===== src/hw/rtl/ps2_keyboard_receiver_decoder_unit_macros.svh =====
// Assertion macros for the PS/2 keyboard receiver and decoder.
// Used by the top level; relies on clk_i and rst_ni in the including scope.
`ifndef PS2_KEYBOARD_RECEIVER_DECODER_UNIT_MACROS_SVH
`define PS2_KEYBOARD_RECEIVER_DECODER_UNIT_MACROS_SVH

// Same-cycle implication, checked out of reset.
`define PS2KRD_ASSERT_NOW(lbl, pre, post) \
  lbl: assert property (@(posedge clk_i) disable iff (!rst_ni) (pre) |-> (post)) \
    else $error("ps2krd assertion failed");

// Next-cycle implication, checked out of reset.
`define PS2KRD_ASSERT_NEXT(lbl, pre, post) \
  lbl: assert property (@(posedge clk_i) disable iff (!rst_ni) (pre) |=> (post)) \
    else $error("ps2krd assertion failed");

`endif


===== src/hw/rtl/ps2krd_pkg.sv =====
// Shared types, constants and the set-2 key table for the PS/2 receiver.
// No dependencies; imported by every module of the block.
`timescale 1ns / 1ps
`default_nettype none
package ps2krd_pkg;

  localparam int unsigned TICK_WIDTH_DEF = 32;
  localparam int unsigned FIFO_DEPTH_DEF = 2;
  localparam int unsigned TICK_IN_W      = 32;
  localparam int unsigned IN_TDATA_W     = 40;
  localparam int unsigned OUT_TDATA_W    = 24;
  localparam int unsigned FRAME_W        = 11;

  localparam logic [3:0] FRAME_BITS   = 4'd11;
  localparam logic [7:0] TIMEOUT_RST  = 8'h02;

  localparam logic [7:0] CODE_RELEASE = 8'hf0;
  localparam logic [7:0] CODE_EXTEND  = 8'he0;
  localparam logic [7:0] CODE_PAUSE   = 8'he1;
  localparam logic [7:0] PAUSE_KEY    = 8'h88;
  localparam logic [7:0] EXT_BIT      = 8'h80;
  localparam logic [7:0] CH_ALT       = 8'h8d;
  localparam logic [7:0] CH_SHIFT     = 8'h8e;
  localparam logic [7:0] CH_CTRL      = 8'h8f;
  localparam logic [7:0] LOWER_A      = 8'h61;
  localparam logic [7:0] LOWER_Z      = 8'h7a;
  localparam logic [7:0] CTRL_OFFSET  = 8'h60;
  localparam logic [7:0] SHIFT_OFFSET = 8'h20;

  typedef enum logic [1:0] {
    PAUSE_IDLE = 2'd0,
    PAUSE_LAST = 2'd1,
    PAUSE_NEXT = 2'd2
  } pause_e;

  typedef struct packed {
    logic       parity_bad;
    logic       stop_bad;
    logic       start_bad;
    logic [7:0] scan_byte;
  } frame_t;

  typedef struct packed {
    logic [7:0] char_code;
    logic       char_valid;
    logic       parity_bad;
    logic       stop_bad;
    logic       start_bad;
    logic [7:0] scan_byte;
  } result_t;

  typedef struct packed {
    logic full;
    logic empty;
  } fifo_status_t;

  localparam logic [7:0] KEYMAP [256] = '{
    8'h80,8'h89,8'h80,8'h85,8'h83,8'h81,8'h82,8'h8c, 8'h1b,8'h8a,8'h88,8'h86,8'h84,8'h09,8'h60,8'h80,
    8'h80,8'h8d,8'h8e,8'h80,8'h8f,8'h71,8'h31,8'h80, 8'h80,8'h80,8'h7a,8'h73,8'h61,8'h77,8'h32,8'h80,
    8'h80,8'h63,8'h78,8'h64,8'h65,8'h34,8'h33,8'h80, 8'h80,8'h20,8'h76,8'h66,8'h74,8'h72,8'h35,8'h80,
    8'h80,8'h6e,8'h62,8'h68,8'h67,8'h79,8'h36,8'h80, 8'h80,8'h8d,8'h6d,8'h6a,8'h75,8'h37,8'h38,8'h80,
    8'h80,8'h2c,8'h6b,8'h69,8'h6f,8'h30,8'h39,8'h80, 8'h80,8'h2e,8'h2f,8'h6c,8'h3b,8'h70,8'h2d,8'h80,
    8'h80,8'h80,8'h27,8'h80,8'h5b,8'h3d,8'h80,8'h80, 8'h90,8'h8e,8'h0d,8'h5d,8'h80,8'h5c,8'h80,8'h80,
    8'h80,8'h80,8'h80,8'h80,8'h80,8'h80,8'h08,8'h80, 8'h80,8'h31,8'h80,8'h34,8'h37,8'h80,8'h91,8'h80,
    8'h30,8'h2e,8'h32,8'h35,8'h36,8'h38,8'h1b,8'h92, 8'hab,8'h2b,8'h33,8'h2d,8'h2a,8'h39,8'h93,8'h80,
    8'h80,8'h80,8'h80,8'h87,8'h94,8'h80,8'h80,8'h80, 8'h95,8'h80,8'h80,8'h80,8'h80,8'h80,8'h80,8'h80,
    8'h80,8'h8d,8'h80,8'h80,8'h8f,8'h80,8'h80,8'h80, 8'h80,8'h80,8'h80,8'h80,8'h80,8'h80,8'h80,8'h80,
    8'h80,8'h80,8'h80,8'h80,8'h80,8'h80,8'h80,8'h80, 8'h80,8'h80,8'h80,8'h80,8'h80,8'h80,8'h80,8'h80,
    8'h80,8'h80,8'h80,8'h80,8'h80,8'h80,8'h80,8'h80, 8'h80,8'h80,8'h80,8'h80,8'h80,8'h80,8'h80,8'h80,
    8'h80,8'h80,8'h80,8'h80,8'h80,8'h80,8'h80,8'h80, 8'h80,8'h80,8'h2f,8'h80,8'h80,8'h80,8'h80,8'h80,
    8'h80,8'h80,8'h80,8'h80,8'h80,8'h80,8'h80,8'h80, 8'h80,8'h80,8'h0d,8'h80,8'h80,8'h80,8'h80,8'h80,
    8'h80,8'h80,8'h80,8'h80,8'h80,8'h80,8'h80,8'h80, 8'h80,8'h96,8'h80,8'ha0,8'h91,8'h80,8'h80,8'h80,
    8'h97,8'h98,8'ha3,8'h80,8'ha1,8'ha2,8'h80,8'h80, 8'h80,8'h80,8'ha4,8'h80,8'h99,8'ha5,8'h80,8'h80
  };

endpackage
`default_nettype wire


===== src/hw/rtl/ps2krd_front.sv =====
// Bit receiver: timeout check, LSB-first shift, parity and frame checks.
// Depends on ps2krd_pkg; pushes one frame_t per completed 11-bit frame.
`timescale 1ns / 1ps
`default_nettype none
module ps2krd_front import ps2krd_pkg::*; #(
  parameter int unsigned TICK_WIDTH = TICK_WIDTH_DEF
) (
  input  wire logic                 clk_i,
  input  wire logic                 rst_ni,
  input  wire logic                 bit_valid_i,
  input  wire logic                 data_bit_i,
  input  wire logic [TICK_IN_W-1:0] tick_now_i,
  input  wire logic [7:0]           timeout_i,
  output logic                      push_o,
  output frame_t                    frame_o
);

  logic [TICK_WIDTH-1:0] last_q, last_d, now;
  logic [FRAME_W-1:0]    shift_q, shift_d, base_shift, new_shift;
  logic [3:0]            cnt_q, cnt_d, base_cnt, new_cnt;
  logic                  par_q, par_d, base_par, new_par;
  logic                  expired, done;

  always_comb begin
    now        = TICK_WIDTH'(tick_now_i);
    expired    = (last_q != '0) && ((now - last_q) > TICK_WIDTH'(timeout_i));
    base_shift = expired ? '0 : shift_q;
    base_cnt   = expired ? '0 : cnt_q;
    base_par   = expired ? 1'b0 : par_q;
    new_shift  = {data_bit_i, base_shift[FRAME_W-1:1]};
    new_cnt    = base_cnt + 4'd1;
    new_par    = base_par ^ data_bit_i;
    done       = (new_cnt == FRAME_BITS);
  end

  always_comb begin
    last_d  = last_q;
    shift_d = shift_q;
    cnt_d   = cnt_q;
    par_d   = par_q;
    if (bit_valid_i) begin
      last_d = now;
      if (done) begin
        shift_d = '0;
        cnt_d   = '0;
        par_d   = 1'b0;
      end else begin
        shift_d = new_shift;
        cnt_d   = new_cnt;
        par_d   = new_par;
      end
    end
  end

  assign push_o               = bit_valid_i && done;
  assign frame_o.scan_byte    = new_shift[8:1];
  assign frame_o.start_bad    = new_shift[0];
  assign frame_o.stop_bad     = !new_shift[FRAME_W-1];
  assign frame_o.parity_bad   = new_par;

  always_ff @(posedge clk_i or negedge rst_ni) begin
    if (!rst_ni) begin
      last_q  <= '0;
      shift_q <= '0;
      cnt_q   <= '0;
      par_q   <= 1'b0;
    end else begin
      last_q  <= last_d;
      shift_q <= shift_d;
      cnt_q   <= cnt_d;
      par_q   <= par_d;
    end
  end

endmodule
`default_nettype wire


===== src/hw/rtl/ps2krd_fifo.sv =====
// Short frame queue between the bit receiver and the key decoder.
// Depends on ps2krd_pkg for frame_t and fifo_status_t.
`timescale 1ns / 1ps
`default_nettype none
module ps2krd_fifo import ps2krd_pkg::*; #(
  parameter int unsigned DEPTH = FIFO_DEPTH_DEF
) (
  input  wire logic   clk_i,
  input  wire logic   rst_ni,
  input  wire logic   push_i,
  input  wire frame_t wdata_i,
  input  wire logic   pop_i,
  output frame_t      rdata_o,
  output fifo_status_t status_o
);

  localparam int unsigned PTR_W = (DEPTH > 1) ? $clog2(DEPTH) : 1;
  localparam int unsigned CNT_W = $clog2(DEPTH + 1);

  frame_t             mem_q [DEPTH];
  logic [PTR_W-1:0]   wr_q, wr_d, rd_q, rd_d;
  logic [CNT_W-1:0]   cnt_q, cnt_d;

  always_comb begin
    wr_d  = wr_q;
    rd_d  = rd_q;
    cnt_d = cnt_q;
    if (push_i) begin
      wr_d = (wr_q == PTR_W'(DEPTH - 1)) ? '0 : wr_q + PTR_W'(1);
    end
    if (pop_i) begin
      rd_d = (rd_q == PTR_W'(DEPTH - 1)) ? '0 : rd_q + PTR_W'(1);
    end
    if (push_i && !pop_i) begin
      cnt_d = cnt_q + CNT_W'(1);
    end else if (pop_i && !push_i) begin
      cnt_d = cnt_q - CNT_W'(1);
    end
  end

  assign rdata_o        = mem_q[rd_q];
  assign status_o.full  = (cnt_q == CNT_W'(DEPTH));
  assign status_o.empty = (cnt_q == '0);

  always_ff @(posedge clk_i) begin
    if (push_i) begin
      mem_q[wr_q] <= wdata_i;
    end
  end

  always_ff @(posedge clk_i or negedge rst_ni) begin
    if (!rst_ni) begin
      wr_q  <= '0;
      rd_q  <= '0;
      cnt_q <= '0;
    end else begin
      wr_q  <= wr_d;
      rd_q  <= rd_d;
      cnt_q <= cnt_d;
    end
  end

endmodule
`default_nettype wire


===== src/hw/rtl/ps2krd_back.sv =====
// Key decoder: prefix tracking, modifier state, set-2 lookup, result register.
// Depends on ps2krd_pkg for KEYMAP, pause_e, frame_t and result_t.
`timescale 1ns / 1ps
`default_nettype none
module ps2krd_back import ps2krd_pkg::*; (
  input  wire logic   clk_i,
  input  wire logic   rst_ni,
  input  wire logic   frame_avail_i,
  input  wire frame_t frame_i,
  output logic        pop_o,
  output logic        res_valid_o,
  input  wire logic   res_ready_i,
  output result_t     res_o
);

  pause_e     pause_q, pause_d;
  logic       rel_q, rel_d, ext_q, ext_d;
  logic       shift_q, shift_d, ctrl_q, ctrl_d;
  logic       out_valid_q, out_valid_d;
  result_t    out_q, out_d;
  logic [7:0] byte_in, eff_code, key_ch, ch;
  logic       is_key, down, char_ok;

  assign pop_o   = frame_avail_i && (!out_valid_q || res_ready_i);
  assign byte_in = frame_i.scan_byte;
  assign is_key  = (byte_in != CODE_RELEASE) && (byte_in != CODE_EXTEND) &&
                   (byte_in != CODE_PAUSE) && (pause_q != PAUSE_NEXT);
  assign down    = !rel_q;

  always_comb begin
    eff_code = (pause_q == PAUSE_LAST) ? PAUSE_KEY : byte_in;
    if (ext_q) begin
      eff_code = eff_code | EXT_BIT;
    end
    key_ch = KEYMAP[eff_code];
  end

  // next state
  always_comb begin
    pause_d = pause_q;
    rel_d   = rel_q;
    ext_d   = ext_q;
    shift_d = shift_q;
    ctrl_d  = ctrl_q;
    if (pop_o) begin
      if (byte_in == CODE_RELEASE) begin
        rel_d = 1'b1;
      end else if (byte_in == CODE_EXTEND) begin
        ext_d = 1'b1;
      end else if (byte_in == CODE_PAUSE) begin
        pause_d = PAUSE_NEXT;
      end else if (pause_q == PAUSE_NEXT) begin
        pause_d = PAUSE_LAST;
      end else begin
        if (pause_q == PAUSE_LAST) begin
          pause_d = PAUSE_IDLE;
        end
        ext_d = 1'b0;
        rel_d = 1'b0;
        if (key_ch == CH_CTRL) begin
          ctrl_d = down;
        end
        if (key_ch == CH_SHIFT) begin
          shift_d = down;
        end
      end
    end
  end

  // outputs
  always_comb begin
    char_ok = is_key && !down && (key_ch != CH_ALT) && (key_ch != CH_CTRL) &&
              (key_ch != CH_SHIFT);
    ch = key_ch;
    if ((key_ch >= LOWER_A) && (key_ch <= LOWER_Z)) begin
      if (ctrl_q) begin
        ch = ch - CTRL_OFFSET;
      end
      if (shift_q) begin
        ch = ch - SHIFT_OFFSET;
      end
    end
    out_d = out_q;
    out_valid_d = out_valid_q;
    if (pop_o) begin
      out_valid_d      = 1'b1;
      out_d.scan_byte  = frame_i.scan_byte;
      out_d.start_bad  = frame_i.start_bad;
      out_d.stop_bad   = frame_i.stop_bad;
      out_d.parity_bad = frame_i.parity_bad;
      out_d.char_valid = char_ok;
      out_d.char_code  = char_ok ? ch : 8'h00;
    end else if (res_ready_i) begin
      out_valid_d = 1'b0;
    end
  end

  assign res_valid_o = out_valid_q;
  assign res_o       = out_q;

  always_ff @(posedge clk_i) begin
    out_q <= out_d;
  end

  always_ff @(posedge clk_i or negedge rst_ni) begin
    if (!rst_ni) begin
      pause_q     <= PAUSE_IDLE;
      rel_q       <= 1'b0;
      ext_q       <= 1'b0;
      shift_q     <= 1'b0;
      ctrl_q      <= 1'b0;
      out_valid_q <= 1'b0;
    end else begin
      pause_q     <= pause_d;
      rel_q       <= rel_d;
      ext_q       <= ext_d;
      shift_q     <= shift_d;
      ctrl_q      <= ctrl_d;
      out_valid_q <= out_valid_d;
    end
  end

endmodule
`default_nettype wire


===== src/hw/rtl/ps2_keyboard_receiver_decoder_unit.sv =====
// PS/2 keyboard receiver and set-2 decoder, top level.
// Throughput: one data bit word per cycle; the receiver takes a bit every cycle while
// the frame queue has room, and the decoder retires one frame per cycle while its
// result register is free or being read; frames pass the queue, then that register.
// Reset: rst_ni clears all but queue memory and result data; the timeout goes to 2.
// Depends on ps2krd_pkg, ps2krd_front, ps2krd_fifo, ps2krd_back and the macro header.
`timescale 1ns / 1ps
`default_nettype none
`include "ps2_keyboard_receiver_decoder_unit_macros.svh"
module ps2_keyboard_receiver_decoder_unit import ps2krd_pkg::*; #(
  parameter int unsigned TICK_WIDTH = TICK_WIDTH_DEF,
  parameter int unsigned FIFO_DEPTH = FIFO_DEPTH_DEF
) (
  input  wire logic                   clk_i,
  input  wire logic                   rst_ni,
  input  wire logic                   s_axis_tvalid_i,
  output logic                        s_axis_tready_o,
  // [0] data_bit, [32:1] tick_now, [39:33] zero
  input  wire logic [IN_TDATA_W-1:0]  s_axis_tdata_i,
  output logic                        m_axis_tvalid_o,
  input  wire logic                   m_axis_tready_i,
  // [7:0] scan_byte, [8] start_bad, [9] stop_bad, [10] parity_bad,
  // [11] char_valid, [19:12] char_code, [23:20] zero
  output logic [OUT_TDATA_W-1:0]      m_axis_tdata_o,
  input  wire logic                   cfg_valid_i,
  output logic                        cfg_ready_o,
  input  wire logic [7:0]             cfg_data_i
);

  logic         unused_pad;
  logic [7:0]   timeout_val_q;
  logic         bit_accept, fifo_push, fifo_pop;
  frame_t       push_frame, pop_frame;
  fifo_status_t fifo_st;
  result_t      res;

  assign cfg_ready_o     = 1'b1;
  assign s_axis_tready_o = !fifo_st.full;
  assign bit_accept      = s_axis_tvalid_i && s_axis_tready_o;
  assign unused_pad      = |s_axis_tdata_i[IN_TDATA_W-1:TICK_IN_W+1];

  always_ff @(posedge clk_i or negedge rst_ni) begin
    if (!rst_ni) begin
      timeout_val_q <= TIMEOUT_RST;
    end else if (cfg_valid_i && cfg_ready_o) begin
      timeout_val_q <= cfg_data_i;
    end
  end

  ps2krd_front #(
    .TICK_WIDTH (TICK_WIDTH)
  ) u_front (
    .clk_i       (clk_i),
    .rst_ni      (rst_ni),
    .bit_valid_i (bit_accept),
    .data_bit_i  (s_axis_tdata_i[0]),
    .tick_now_i  (s_axis_tdata_i[TICK_IN_W:1]),
    .timeout_i   (timeout_val_q),
    .push_o      (fifo_push),
    .frame_o     (push_frame)
  );

  ps2krd_fifo #(
    .DEPTH (FIFO_DEPTH)
  ) u_fifo (
    .clk_i    (clk_i),
    .rst_ni   (rst_ni),
    .push_i   (fifo_push),
    .wdata_i  (push_frame),
    .pop_i    (fifo_pop),
    .rdata_o  (pop_frame),
    .status_o (fifo_st)
  );

  ps2krd_back u_back (
    .clk_i         (clk_i),
    .rst_ni        (rst_ni),
    .frame_avail_i (!fifo_st.empty),
    .frame_i       (pop_frame),
    .pop_o         (fifo_pop),
    .res_valid_o   (m_axis_tvalid_o),
    .res_ready_i   (m_axis_tready_i),
    .res_o         (res)
  );

  assign m_axis_tdata_o = {(OUT_TDATA_W - $bits(result_t))'(unused_pad & 1'b0), res};

  `PS2KRD_ASSERT_NOW(a_no_overflow, fifo_push, !fifo_st.full)
  `PS2KRD_ASSERT_NOW(a_no_underflow, fifo_pop, !fifo_st.empty)
  `PS2KRD_ASSERT_NEXT(a_cfg_write, cfg_valid_i && cfg_ready_o,
                      timeout_val_q == $past(cfg_data_i))

endmodule
`default_nettype wire

===== config.mk =====
export PLATFORM = sky130hd
export DESIGN_NAME = ps2_keyboard_receiver_decoder_unit
export DESIGN_NICKNAME = d
export VERILOG_FILES = /design/src/hw/rtl/ps2krd_pkg.sv /design/src/hw/rtl/ps2krd_front.sv /design/src/hw/rtl/ps2krd_fifo.sv /design/src/hw/rtl/ps2krd_back.sv /design/src/hw/rtl/ps2_keyboard_receiver_decoder_unit.sv
export VERILOG_INCLUDE_DIRS = /design/src /design/src/hw/rtl
export SDC_FILE = /design/constraint.sdc
export NUM_CORES = 1
export LEC_CHECK = 0
export BUFFER_PORTS_ARGS = -buffer_cell sky130_fd_sc_hd__buf_2
export CAP_MARGIN = 15
export CELL_PAD_IN_SITES_DETAIL_PLACEMENT = 0
export CELL_PAD_IN_SITES_GLOBAL_PLACEMENT = 1
export CORE_ASPECT_RATIO = 1.1
export CORE_UTILIZATION = 42
export DETAILED_ROUTE_END_ITERATION = 8
export PLACE_DENSITY = 0.88
export SLEW_MARGIN = 0
export SYNTH_ARGS = -nofsm -noshare
export SYNTH_HDL_FRONTEND = slang
export SYNTH_SLANG_ARGS = --single-unit

===== constraint.sdc =====
create_clock -name clk_i -period 5.61 [get_ports clk_i]
set_input_delay 1.122 -clock clk_i [delete_from_list [all_inputs] [get_ports clk_i]]
set_output_delay 1.122 -clock clk_i [all_outputs]
set_load 0.02 [all_outputs]

[Word level (Yosys, flattened, before mapping)]
Memories as Yosys holds them, arrays and structs flattened.
Index checks and enable logic that the tools add are counted.
Cells by class
  $add $sub $neg: 8
  bitwise logic cells: 6
  muxes and demuxes: 30
  reduce and logical (&&, ||, !) cells: 32
  order comparisons: 4
  equal/unequal tests: 21
Operators by type and width (number)
  two-way mux 8 bit: 8
  != test 8 bit, second input constant: 6
  == test 8 bit, second input constant: 5
  greater-than comparator 32 x 8 -> 1 bit: 1
  nonzero test 32 bit: 1
  subtractor 32 bit: 1
  two-way mux 11 bit: 2
  logical AND 1 bit: 14
  two-way mux 1 bit: 13
  AND reduction 4 bit: 3
  AND reduction 6 bit: 2
  two-way mux 2 bit: 5
  != test 2 x 1 -> 1 bit, second input constant: 5
  greater-or-equal comparator 9 bit, second input constant: 1
  inverter 8 -> 9 bit: 1
  greater-or-equal comparator 8 x 7 -> 1 bit, second input constant: 1
  <= comparator 8 x 7 -> 1 bit, second input constant: 1
  two-way mux 4 bit: 2
  subtractor 8 x 6 -> 8 bit, second input constant: 1
  subtractor 8 x 7 -> 8 bit, second input constant: 1
  zero test 1 bit: 7
  adder 4 x 1 -> 4 bit, second input constant: 1
  == test 2 bit, second input constant: 2
  == test 4 bit, second input constant: 1
  11 further kinds: 16
Word-level totals
  output and inout port bits: 27
  memory bits (writable): 22
  logic and storage cells: 123
  register bits after elaboration: 87
  bits in read-only memories: 2048
  memories: 2
Memories
  (no name shown): words 256, bits a word 8, read ports 1, clocked after memory_dff 0, write ports 0, RTL line ps2krd_back.sv:35  | key_ch = KEYMAP[eff_code];
  u_fifo.mem_q: words 2, bits a word 11, read ports 1, clocked after memory_dff 0, write ports 1, RTL line ps2krd_fifo.sv:20  | frame_t mem_q [DEPTH];

[Depth between registers and ports, before layout]
Gate-level depths: netlist (run 1).
  word-level depth: 13
  mapped depth: 31
  gate-level depth less buffers: 28

[Modules after synthesis]
A second synthesis (run 1) with hierarchy kept.
Second synthesis, totals
  cells, all modules: 1136
  area, all modules: 9748.1 um^2
Modules (own cells, without submodules)
  ps2krd_front: times used 1, cells each 615, area each 4764.6 um^2, sequential area each 1176.1 um^2
  ps2krd_back: times used 1, cells each 444, area each 3575.9 um^2, sequential area each 775.7 um^2
  ps2krd_fifo: times used 1, cells each 50, area each 1016.0 um^2, sequential area each 760.7 um^2
  ps2_keyboard_receiver_decoder_unit: times used 1, cells each 27, area each 391.6 um^2, sequential area each 201.4 um^2

[Worst setup path before layout (run 1)]
OpenSTA, ideal clock, no wires.
  path kind: input to register
  start: in s_axis_tdata_i[1]
  end: mem u_fifo.mem_q[0][0] (netlist bit), enable pin
  data required time: 5230 ps
  library setup time: 380 ps
  setup slack: -864 ps
  stages: 26
  data arrival time: 6095 ps
  path through: inv_1 > ha_1 > fa_1 > nand2b_1 > a21oi_1 > nor2_1 > xnor2_1 > ha_1 > nand4_1 > o21a_1 > a2111o_1 > nor4_1 > nand4_1 > nor4_1 > o2111a_1 > a41o_1 > buf_2 > clkbuf_1 > and2_1 > ha_1 > nand2_1 > nor2_1 > o21a_1 > and3_1 > clkbuf_1 > nor2b_1
Between the ends
  word-level cells in the longest chain between the ends: 9
Ends and longest elaborated chain
  start: declaration: RTL line ps2_keyboard_receiver_decoder_unit.sv:19  | input wire logic [IN_TDATA_W-1:0] s_axis_tdata_i,
  subtractor 32 bit: RTL line ps2krd_front.sv:26  | expired = (last_q != '0) && ((now - last_q) > TICK_WIDTH'(timeout_i));
  greater-than comparator 32 x 8 -> 1 bit: RTL line ps2krd_front.sv:26
  logical AND 1 bit: RTL line ps2krd_front.sv:26
  two-way mux 4 bit: RTL line ps2krd_front.sv:28  | base_cnt = expired ? '0 : cnt_q;
  adder 4 x 1 -> 4 bit: RTL line ps2krd_front.sv:31  | new_cnt = base_cnt + 4'd1;
  == test 4 bit: RTL line ps2krd_front.sv:33  | done = (new_cnt == FRAME_BITS);
  logical AND 1 bit: RTL line ps2krd_front.sv:55  | assign push_o = bit_valid_i && done;
  net fifo_push: RTL line ps2_keyboard_receiver_decoder_unit.sv:32  | logic bit_accept, fifo_push, fifo_pop;
  two-way mux 1 bit: RTL line ps2krd_fifo.sv:46  | if (push_i) begin
  two-way mux 1 bit (not written as such): RTL line ps2krd_fifo.sv:47  | mem_q[wr_q] <= wdata_i;
  end: declaration: RTL line ps2krd_fifo.sv:20
The timed path passes the listed nets, and every way through them passes these cells.

[Final worst setup path (run 1)]
  start: in s_axis_tdata_i[1]
  end: mem u_fifo.mem_q[0][1] (netlist bit), enable pin
Between the ends
  word-level cells in the longest chain between the ends: 9
Ends and longest elaborated chain (RTL line)
  subtractor 32 bit: ps2krd_front.sv:26
  greater-than comparator 32 x 8 -> 1 bit: ps2krd_front.sv:26
  logical AND 1 bit: ps2krd_front.sv:26
  two-way mux 4 bit: ps2krd_front.sv:28
  adder 4 x 1 -> 4 bit: ps2krd_front.sv:31
  == test 4 bit: ps2krd_front.sv:33
  logical AND 1 bit: ps2krd_front.sv:55
  two-way mux 1 bit: ps2krd_fifo.sv:46
  two-way mux 1 bit (not written as such): ps2krd_fifo.sv:47
Every way passes these cells.

==> impl_metrics.json, run 1 <==
{
  "fin_nets": 1266,
  "grt_first_pass_wirelength_um": 43000,
  "routed_wl_um": 26900,
  "violations": "negative setup slack",
  "top_layer": "met4",
  "clk_path_buf_depth": 2,
  "synth-edff-count": 42,
  "cpPeakStageDelay_ns": 0.39,
  "drcViolationCount": 0,
  "maxCapViolations": 0,
  "crit_type": "in2reg",
  "p_leak_nw": 4.35,
  "core_area_mm2": 0.0206,
  "overflow": 0,
  "finClkSkew_ns": 0.0133,
  "fin_crit_ns": 5.66,
  "max_freq_ghz": 0.177,
  "path_clk_slew_ns": 0.08,
  "numCtsBuffers": 9,
  "die_h_um": 154,
  "grt_pass1_vias": 8469,
  "synth_cell_type_count": 94,
  "n_fill_cell": 1930,
  "routed-wl-met2_um": 13100,
  "utilization_pct": 50.2,
  "die_w_um": 141,
  "boundaryPins": 80,
  "crit_fanout": 5,
  "outcome": "finished, violations left",
  "ys_warn_count": 0,
  "drt-pass1-iter-count": 6,
  "irDropWorstVdd_mv": 0.183,
  "cts_tree": "done",
  "async_flop_share_pct": 61.1,
  "setup_violations": 5,
  "seq_area_mm2": 0.00291,
  "pre_cts_slack_ns": -0.454,
  "multiInputGateArea_mm2": 0.00548,
  "hold_path_class": "reg2reg",
  "drive_gt1_share_pct": 21.9,
  "yosysSeqAreaShare_pct": 32.9,
  "crit_buf_inv": 5,
  "grt_usage_pct": 25.0,
  "die_area_mm2": 0.0217,
  "viasPerCell": 6.12,
  "wirelength_met1_um": 10700,
  "port_buffers": 67,
  "cpMaxStageDelayCell": "fa_2",
  "grt_max_degree": 70,
  "dp_hpwl_um": 19700,
  "vias": 8690,
  "start_util_pct": 43.0,
  "htree_levels": 3,
  "power_density_mw_per_mm2": 196,
  "cp-start-kind": "primary input",
  "slew_headroom_pct": 28.0,
  "min_period_over_period_pct": 101,
  "avgSynthCellArea_um2": 8.41,
  "antenna_found_initial": 0,
  "worst_pin_slew_ns": 1.08,
  "ys.flop_type": "dfrtp_1",
  "cp.required_ns": 5.69,
  "fin_ws_ns": -0.0508,
  "diodes": 0,
  "area_delta_synth_final_pct": 16.8,
  "clk_latency_ns": 0.36,
  "cpLargestDelayFamily": "simple AND/OR/NAND/NOR gates",
  "rows": 55,
  "drtIter0Drc": 848,
  "syn-instance-count": 1055,
  "clockRootBuffer": "clkbuf_16",
  "place.gp.congestion": 0.996,
  "drt-wirelength-per-cell_um": 18.9,
  "detail-route-antenna-nets": 0,
  "cts.sinks": 108,
  "crit_path_end_kind": "flip-flop",
  "finalHoldViolations": 0,
  "ys_ff_latch": 108,
  "rsz0062_at_grt": "true",
  "hold_buffers": 0,
  "critPathArrivalTime_ns": 5.74,
  "syn_area_mm2": 0.00887,
  "met3_length_um": 1830,
  "finalMaxSlewViolations": 0
}
-- worst register-to-register path: stages (launching register included) --
cell and delay, ns:
dfrtp_1 0.45, ha_4 0.20, fa_2 0.39, nand2b_4 0.17, a21oi_4 0.16, nor2_2 0.06, xnor2_1 0.18, ha_1 0.27
nand4_1 0.10, nand2b_4 0.13, a21oi_2 0.03, a2111o_1 0.36, nor4_1 0.26, nand4_1 0.17, nor4_2 0.18, buf_4 0.16
o2111a_1 0.18, a41o_1 0.26, and2_4 0.20, ha_4 0.16, nand2_4 0.06, nor2_4 0.11, o21a_1 0.14, and3_4 0.23
nor2b_4 0.18, buf_6 0.12, buf_16 0.10
-- per-stage QoR --
| step | setup TNS (ns) | instance area [um2] | hold WS, ns | total power [mW] | std cells |
|---|---|---|---|---|---|
| 6_report | -0.235 | 10400 | 0.499 | 2.03 | 1420 |
| 5_1_grt | -3.00 | 10400 | 0.522 | 2.14 | 1420 |
| 4_1_cts | -0.0821 | 10300 | 0.505 | 2.03 | 1418 |
| 3_5_place_dp | -11.61 | 9770 | 0.489 | 1.39 | 1383 |
| 3_3_place_gp | -7.82 | 9770 | 0.476 | 1.39 | 1383 |
| 2_1_floorplan | 0 | 8980 | 0.465 | 1.22 | 1058 |
-- cells in the mapped netlist (6+ instances only) --
cell type  count  area (um2)
and2_1        15        93.8
xor2_1         6        52.6
buf_4          9        67.6
nor2_1        54         203
a21o_1        10        75.1
inv_1         63         236
a211oi_1      14         105
ha_1          53         663
nand4_1       23         144
a31oi_1       17         106
o21a_1        12        90.1
nor3_2         6        60.1
o2111ai_1     10        87.6
nor4_1        15        93.8
nand3_1       32         160
o211ai_1      16         120
nor3_1        17        85.1
nand2_1      124         465
o21ai_0       98         490
dfrtp_1       65        1630
inv_2          6        22.5
and3_1        10        62.6
buf_6         10         113
or3_1         10        62.6
nand2b_1      10        62.6
edfxtp_1      42        1260
buf_2         12        60.1
xnor2_1       18         158
a22o_1        11        96.3
o21ai_1        7        35.0
clkbuf_1      32         120
o31ai_1        7        52.6
a21oi_1       89         445
o22ai_1        6        37.5
-- worst paths after layout --
| path | slack (ns) | cells after the start | end | from |
|---|---|---|---|---|
| worst max-delay path | -0.05 | 28 | u_fifo.mem_q[0][1]$_DFFE_PP_ | s_axis_tdata_i[1] |
| worst max register to register | 0.32 | 26 | u_fifo.mem_q[0][1]$_DFFE_PP_ | u_front.last_q[0]$_DFFE_PN0P_ |
| worst min register to register | 0.50 | 1 | u_front.shift_q[9]$_DFFE_PN0P_ | u_front.shift_q[10]$_DFFE_PN0P_ |
| max in group asynchronous | 4.01 | 2 | u_front.last_q[0]$_DFFE_PN0P_ | rst_ni |
| worst min-delay path | 0.50 | 1 | u_front.shift_q[9]$_DFFE_PN0P_ | u_front.shift_q[10]$_DFFE_PN0P_ |
| min in group asynchronous | 0.60 | 1 | u_back.res_valid_o$_DFFE_PN0P_ | rst_ni |
-- logic make-up after synthesis --
| logic type | synth area share [%] |
|---|---|
| other cells | 0.0847 |
| fa+ha+maj | 7.70 |
| mux | 3.09 |
| buf+inv | 7.45 |
| simple gates | 19.4 |
| xor+xnor | 2.37 |
| compound gates | 27.1 |
| flops | 32.9 |
-- placed cells by master, fill, tap and decap left out, types with 9 or more instances in the layout --
master and count:
nor3_1 17, nor2_1 51, buf_6 11, inv_1 61, o211ai_1 16, nand2_1 122, nand4_1 23, o21a_1 12
nand3_1 32, a31oi_1 17, o2111ai_1 10, clkbuf_16 9, ha_1 47, and2_1 13, or3_1 10, a211oi_1 14
edfxtp_1 42, dfrtp_1 65, a21oi_1 86, buf_2 66, buf_4 78, o21ai_0 97, and3_1 9, nor4_1 14
a22o_1 11, xnor2_1 17, a21o_1 10
-- what timing repair did --
action / CTS / global route
pin swaps: 15 / 14
endpoints found under the setup margin: 23 / 26
buffers inserted: 18 / 5
resized for setup: 9 / 22
gates cloned: 1 / 0
-- layer usage --
layer | global-route usage, % | vias up
met1 | 29.4 | 4036
met4 | 13.8 | 0
met3 | 4.02 | 101
li1 | - | 4116
met5 | 0 | -
met2 | 43.7 | 437
-- state kept, by name (all words and copies together) (netlist names) --
signal and cells:
u_front.cnt_q 4, u_back.ext_q 1, u_fifo.rd_q 1, u_fifo.cnt_q 2, u_back.ctrl_q 1, u_back.pause_q 2, u_fifo.mem_q 22, u_back.rel_q 1
timeout_val_q 8, u_front.last_q 32, u_back.res_valid_o 1, u_front.par_q 1, u_back.shift_q 1, u_front.shift_q 10, u_back.res_o 20, u_fifo.wr_q 1
-- cell type report --
cell class / instances / share of cell area (%)
multi-input combinational: 812 / 52.9
sequential: 108 / 28.1
timing repair buffer: 157 / 10.5
tap: 256 / 3.09
inverter: 71 / 2.62
clock buffer: 10 / 2.21
clock inverter: 6 / 0.544
-- power breakdown --
| group | total (mW) | internal [mW] | switching (mW) |
|---|---|---|---|
| Clock | 0.630 | 0.312 | 0.319 |
| Sequential | 0.859 | 0.843 | 0.0167 |
| Combinational | 0.544 | 0.228 | 0.316 |
(Power assumes the default switching activity.)
==> run 2: changes to the inputs <==
Settings changed: CORE_UTILIZATION 42 to 43, PLACE_DENSITY 0.88 to 0.89, SYNTH_HIERARCHICAL from default to 1.
==> run 2 against run 1 <==
- the flow now finishes without violations
- non-clock buffer count decreased by 41
- first-iteration DRC count decreased by 9.0%
- area after synthesis rose by 9.9%
- clock power rose by 3.3%
- synthesized cell count grew 7.7%
- maximum frequency is 2.5% higher
- combinational power is 10% higher
- worst setup slack improved by 0.14 ns
==> impl_metrics.json, run 2 <==
{
  "outcome": "complete, no violations",
  "crit_path_end_kind": "flip-flop",
  "cp-start-kind": "primary input",
  "path_clk_slew_ns": 0.07,
  "cp.required_ns": 5.68,
  "rows": 57,
  "cts.sinks": 108,
  "diodes": 0,
  "design_area_mm2": 0.0108,
  "stdcell_count": 1481,
  "synth-edff-count": 42,
  "timing.hold.ws_ns": 0.499,
  "area_delta_synth_final_pct": 10.8,
  "irDropWorstVdd_mv": 0.181,
  "htree_levels": 3,
  "grt_usage_pct": 23.8,
  "antenna_found_initial": 0,
  "power_density_mw_per_mm2": 196,
  "ys.flop_type": "dfrtp_1",
  "combPwrFrac_pct": 28.4,
  "clk_latency_ns": 0.36,
  "detail-route-antenna-nets": 0,
  "grt_max_degree": 67,
  "postPlaceCellArea_mm2": 0.0103,
  "drtIter0Drc": 772,
  "maxCapViolations": 0,
  "rsz0062_at_grt": "true",
  "die_h_um": 160,
  "fin_crit_ns": 5.52,
  "avgSynthCellArea_um2": 8.58,
  "start_util_pct": 43.9,
  "finalHoldViolations": 0,
  "slew_headroom_pct": 29.7,
  "regMostFlops": "u_front/last_q",
  "die_area_mm2": 0.0233,
  "vias": 8851,
  "p_leak_nw": 4.54,
  "worst_pin_slew_ns": 1.05,
  "clk_path_buf_depth": 2,
  "synthTopCellsByArea": "dfrtp_1 (17%), edfxtp_1 (13%), ha_1 (7.3%), nand2_1 (4.3%), o21ai_0 (4.1%)",
  "yosysSeqAreaShare_pct": 29.9,
  "dp_hpwl_um": 19700,
  "finalMaxSlewViolations": 0,
  "final_common_cell": "nand2_1",
  "grt_first_pass_wirelength_um": 44800,
  "routed_wl_um": 27400,
  "drt-pass1-iter-count": 6,
  "overflow": 0,
  "min_period_over_period_pct": 98.4,
  "tns_ns": 0,
  "crit_fanout": 6,
  "setup_violations": 0,
  "placed_cells": 1457,
  "synth_cell_type_count": 98,
  "syn_area_mm2": 0.00975,
  "viasPerCell": 5.98,
  "max_freq_ghz": 0.181,
  "intPower_mw": 1.43,
  "grt_pass1_vias": 8708,
  "drt-wirelength-per-cell_um": 18.5,
  "switchingPower_mw": 0.689,
  "hold_path_class": "reg2reg",
  "p_clk_share_pct": 30.8,
  "ys_ff_latch": 108,
  "crit_type": "in2reg",
  "synth_area_leader_cell": "dfrtp_1",
  "power_frac_seq_pct": 40.8,
  "synth.top_cell.area_share_pct": 16.7,
  "drive_gt1_share_pct": 18.5,
  "n_fill_cell": 2133,
  "cts_tree": "done",
  "place.gp.congestion": 0.987,
  "drcViolationCount": 0,
  "fin_nets": 1292,
  "critPathArrivalTime_ns": 5.59,
  "most-common-layout-cells": "nand2_1 (111), o21ai_0 (78), a21oi_1 (67)",
  "numCtsBuffers": 9,
  "boundaryPins": 80,
  "clockRootBuffer": "clkbuf_16",
  "syn-instance-count": 1136,
  "port_buffers": 67,
  "swShare_pct": 32.6,
  "finClkSkew_ns": 0.00689,
  "synth_common_cells": "nand2_1 (112), o21ai_0 (80), a21oi_1 (68), dfrtp_1 (65), inv_1 (65)",
  "ys_warn_count": 6,
  "async_flop_share_pct": 61.1,
  "largest_reg_flops": 32,
  "core_area_mm2": 0.0222,
  "yosysMostFrequentCell": "nand2_1",
  "die_w_um": 146
}
[run 2: cell count changes after synthesis, sizes merged, moves of 6 or more]
| cell | change |
|---|---|
| nor2b | +30 |
| nand2b | +26 |
| buf | +23 |
| mux2 | +21 |
| a21oi | -20 |
| nand2 | -16 |
| o21ai | -13 |
| nand3b | +7 |
| xnor2 | -7 |
| a22o | -6 |
| nand4 | -6 |
[run 2: worst paths after layout]
| path | slack [ns] | start | endpoint | cells after the start |
|---|---|---|---|---|
| setup / recovery | 0.09 | s_axis_tdata_i[1] | u_fifo/mem_q[1][7]$_DFFE_PP_ | 26 |
| hold / removal | 0.50 | u_fifo/cnt_q[1]$_DFFE_PN0P_ | u_fifo/cnt_q[1]$_DFFE_PN0P_ | 1 |
| setup reg to reg | 0.49 | u_front/last_q[0]$_DFFE_PN0P_ | u_fifo/mem_q[1][7]$_DFFE_PP_ | 24 |
| hold reg to reg | 0.50 | u_fifo/cnt_q[1]$_DFFE_PN0P_ | u_fifo/cnt_q[1]$_DFFE_PN0P_ | 1 |
| max in group asynchronous | 4.10 | rst_ni | u_front/last_q[4]$_DFFE_PN0P_ | 2 |
| min in group asynchronous | 0.95 | rst_ni | u_front/last_q[17]$_DFFE_PN0P_ | 2 |
[run 2: kinds of logic after synthesis]
group	share of synthesized area (%)
other	0.0770
flip-flops	29.9
AO/OA/AOI/OAI	26.2
XOR/XNOR	1.98
AND/OR/NAND/NOR	21.0
multiplexers	5.24
buffers and inverters	8.14
adder cells (fa/ha/maj)	7.52
[run 2: worst max-delay path, cell delays in order]
cell and delay, ns:
buf_8 0.09, inv_8 0.03, ha_4 0.14, fa_2 0.34, nand2b_4 0.16, a21o_1 0.18
nand2_2 0.07, xor2_1 0.07, ha_1 0.29, nand4_1 0.15, nor2_2 0.17, a211oi_2 0.06
a2111oi_2 0.34, buf_4 0.18, o221ai_4 0.10, a2111oi_4 0.28, nand4_1 0.20, nor4_4 0.34
nor2_2 0.09, nor2_4 0.13, ha_4 0.14, and3_4 0.19, o21ai_4 0.06, nor3b_4 0.30
buf_4 0.17, and2_4 0.19
[run 2: area by class of cell]
cell class              instances  area (um2)  area share (%)
multi-input cells             879        6220            57.7
flip-flops and latches        108        2910            27.0
repair buffers                116         726            6.72
well taps                     295         369            3.42
inverters                      67         259            2.40
clock buffers                  10         239            2.21
clock inverters                 6        65.1           0.603
[run 2: metal layers]
layer,global-route usage [%],share of wire [%],vias to the layer above
met4,10.7,3.8,0
met2,41.6,49,340
met1,29.1,41,4154
li1,-,-,4277
met3,3.14,5.7,80
met5,0,0,-
[run 2: repair_timing]
| action | 4_1_cts | 5_1_grt |
|---|---|---|
| endpoints found under the setup margin | 23 | 36 |
| pin swaps | 3 | 18 |
| hold buffers | 0 | 0 |
| gates cloned | 0 | 1 |
| setup buffers | 1 | 6 |
| gates resized for setup | 2 | 19 |
[run 2: per-stage QoR]
stage | util [%] | setup slack, ns | power [mW]
5_1_grt | 48.7 | -0.221 | 2.24
4_1_cts | 48.0 | 0.00738 | 2.11
6_report | 48.7 | 0.0895 | 2.12
3_5_place_dp | 46.6 | -0.473 | 1.45
2_1_floorplan | - | -0.160 | 1.29
3_3_place_gp | 46.6 | -0.288 | 1.44
[run 2: power groups by stage]
stage | Combinational [mW] | Sequential [mW] | Clock, mW
2_1_floorplan | 0.415 | 0.873 | 0
3_3_place_gp | 0.561 | 0.878 | 0
3_5_place_dp | 0.568 | 0.880 | 0
4_1_cts | 0.574 | 0.863 | 0.677
5_1_grt | 0.666 | 0.867 | 0.705
6_report | 0.601 | 0.863 | 0.651
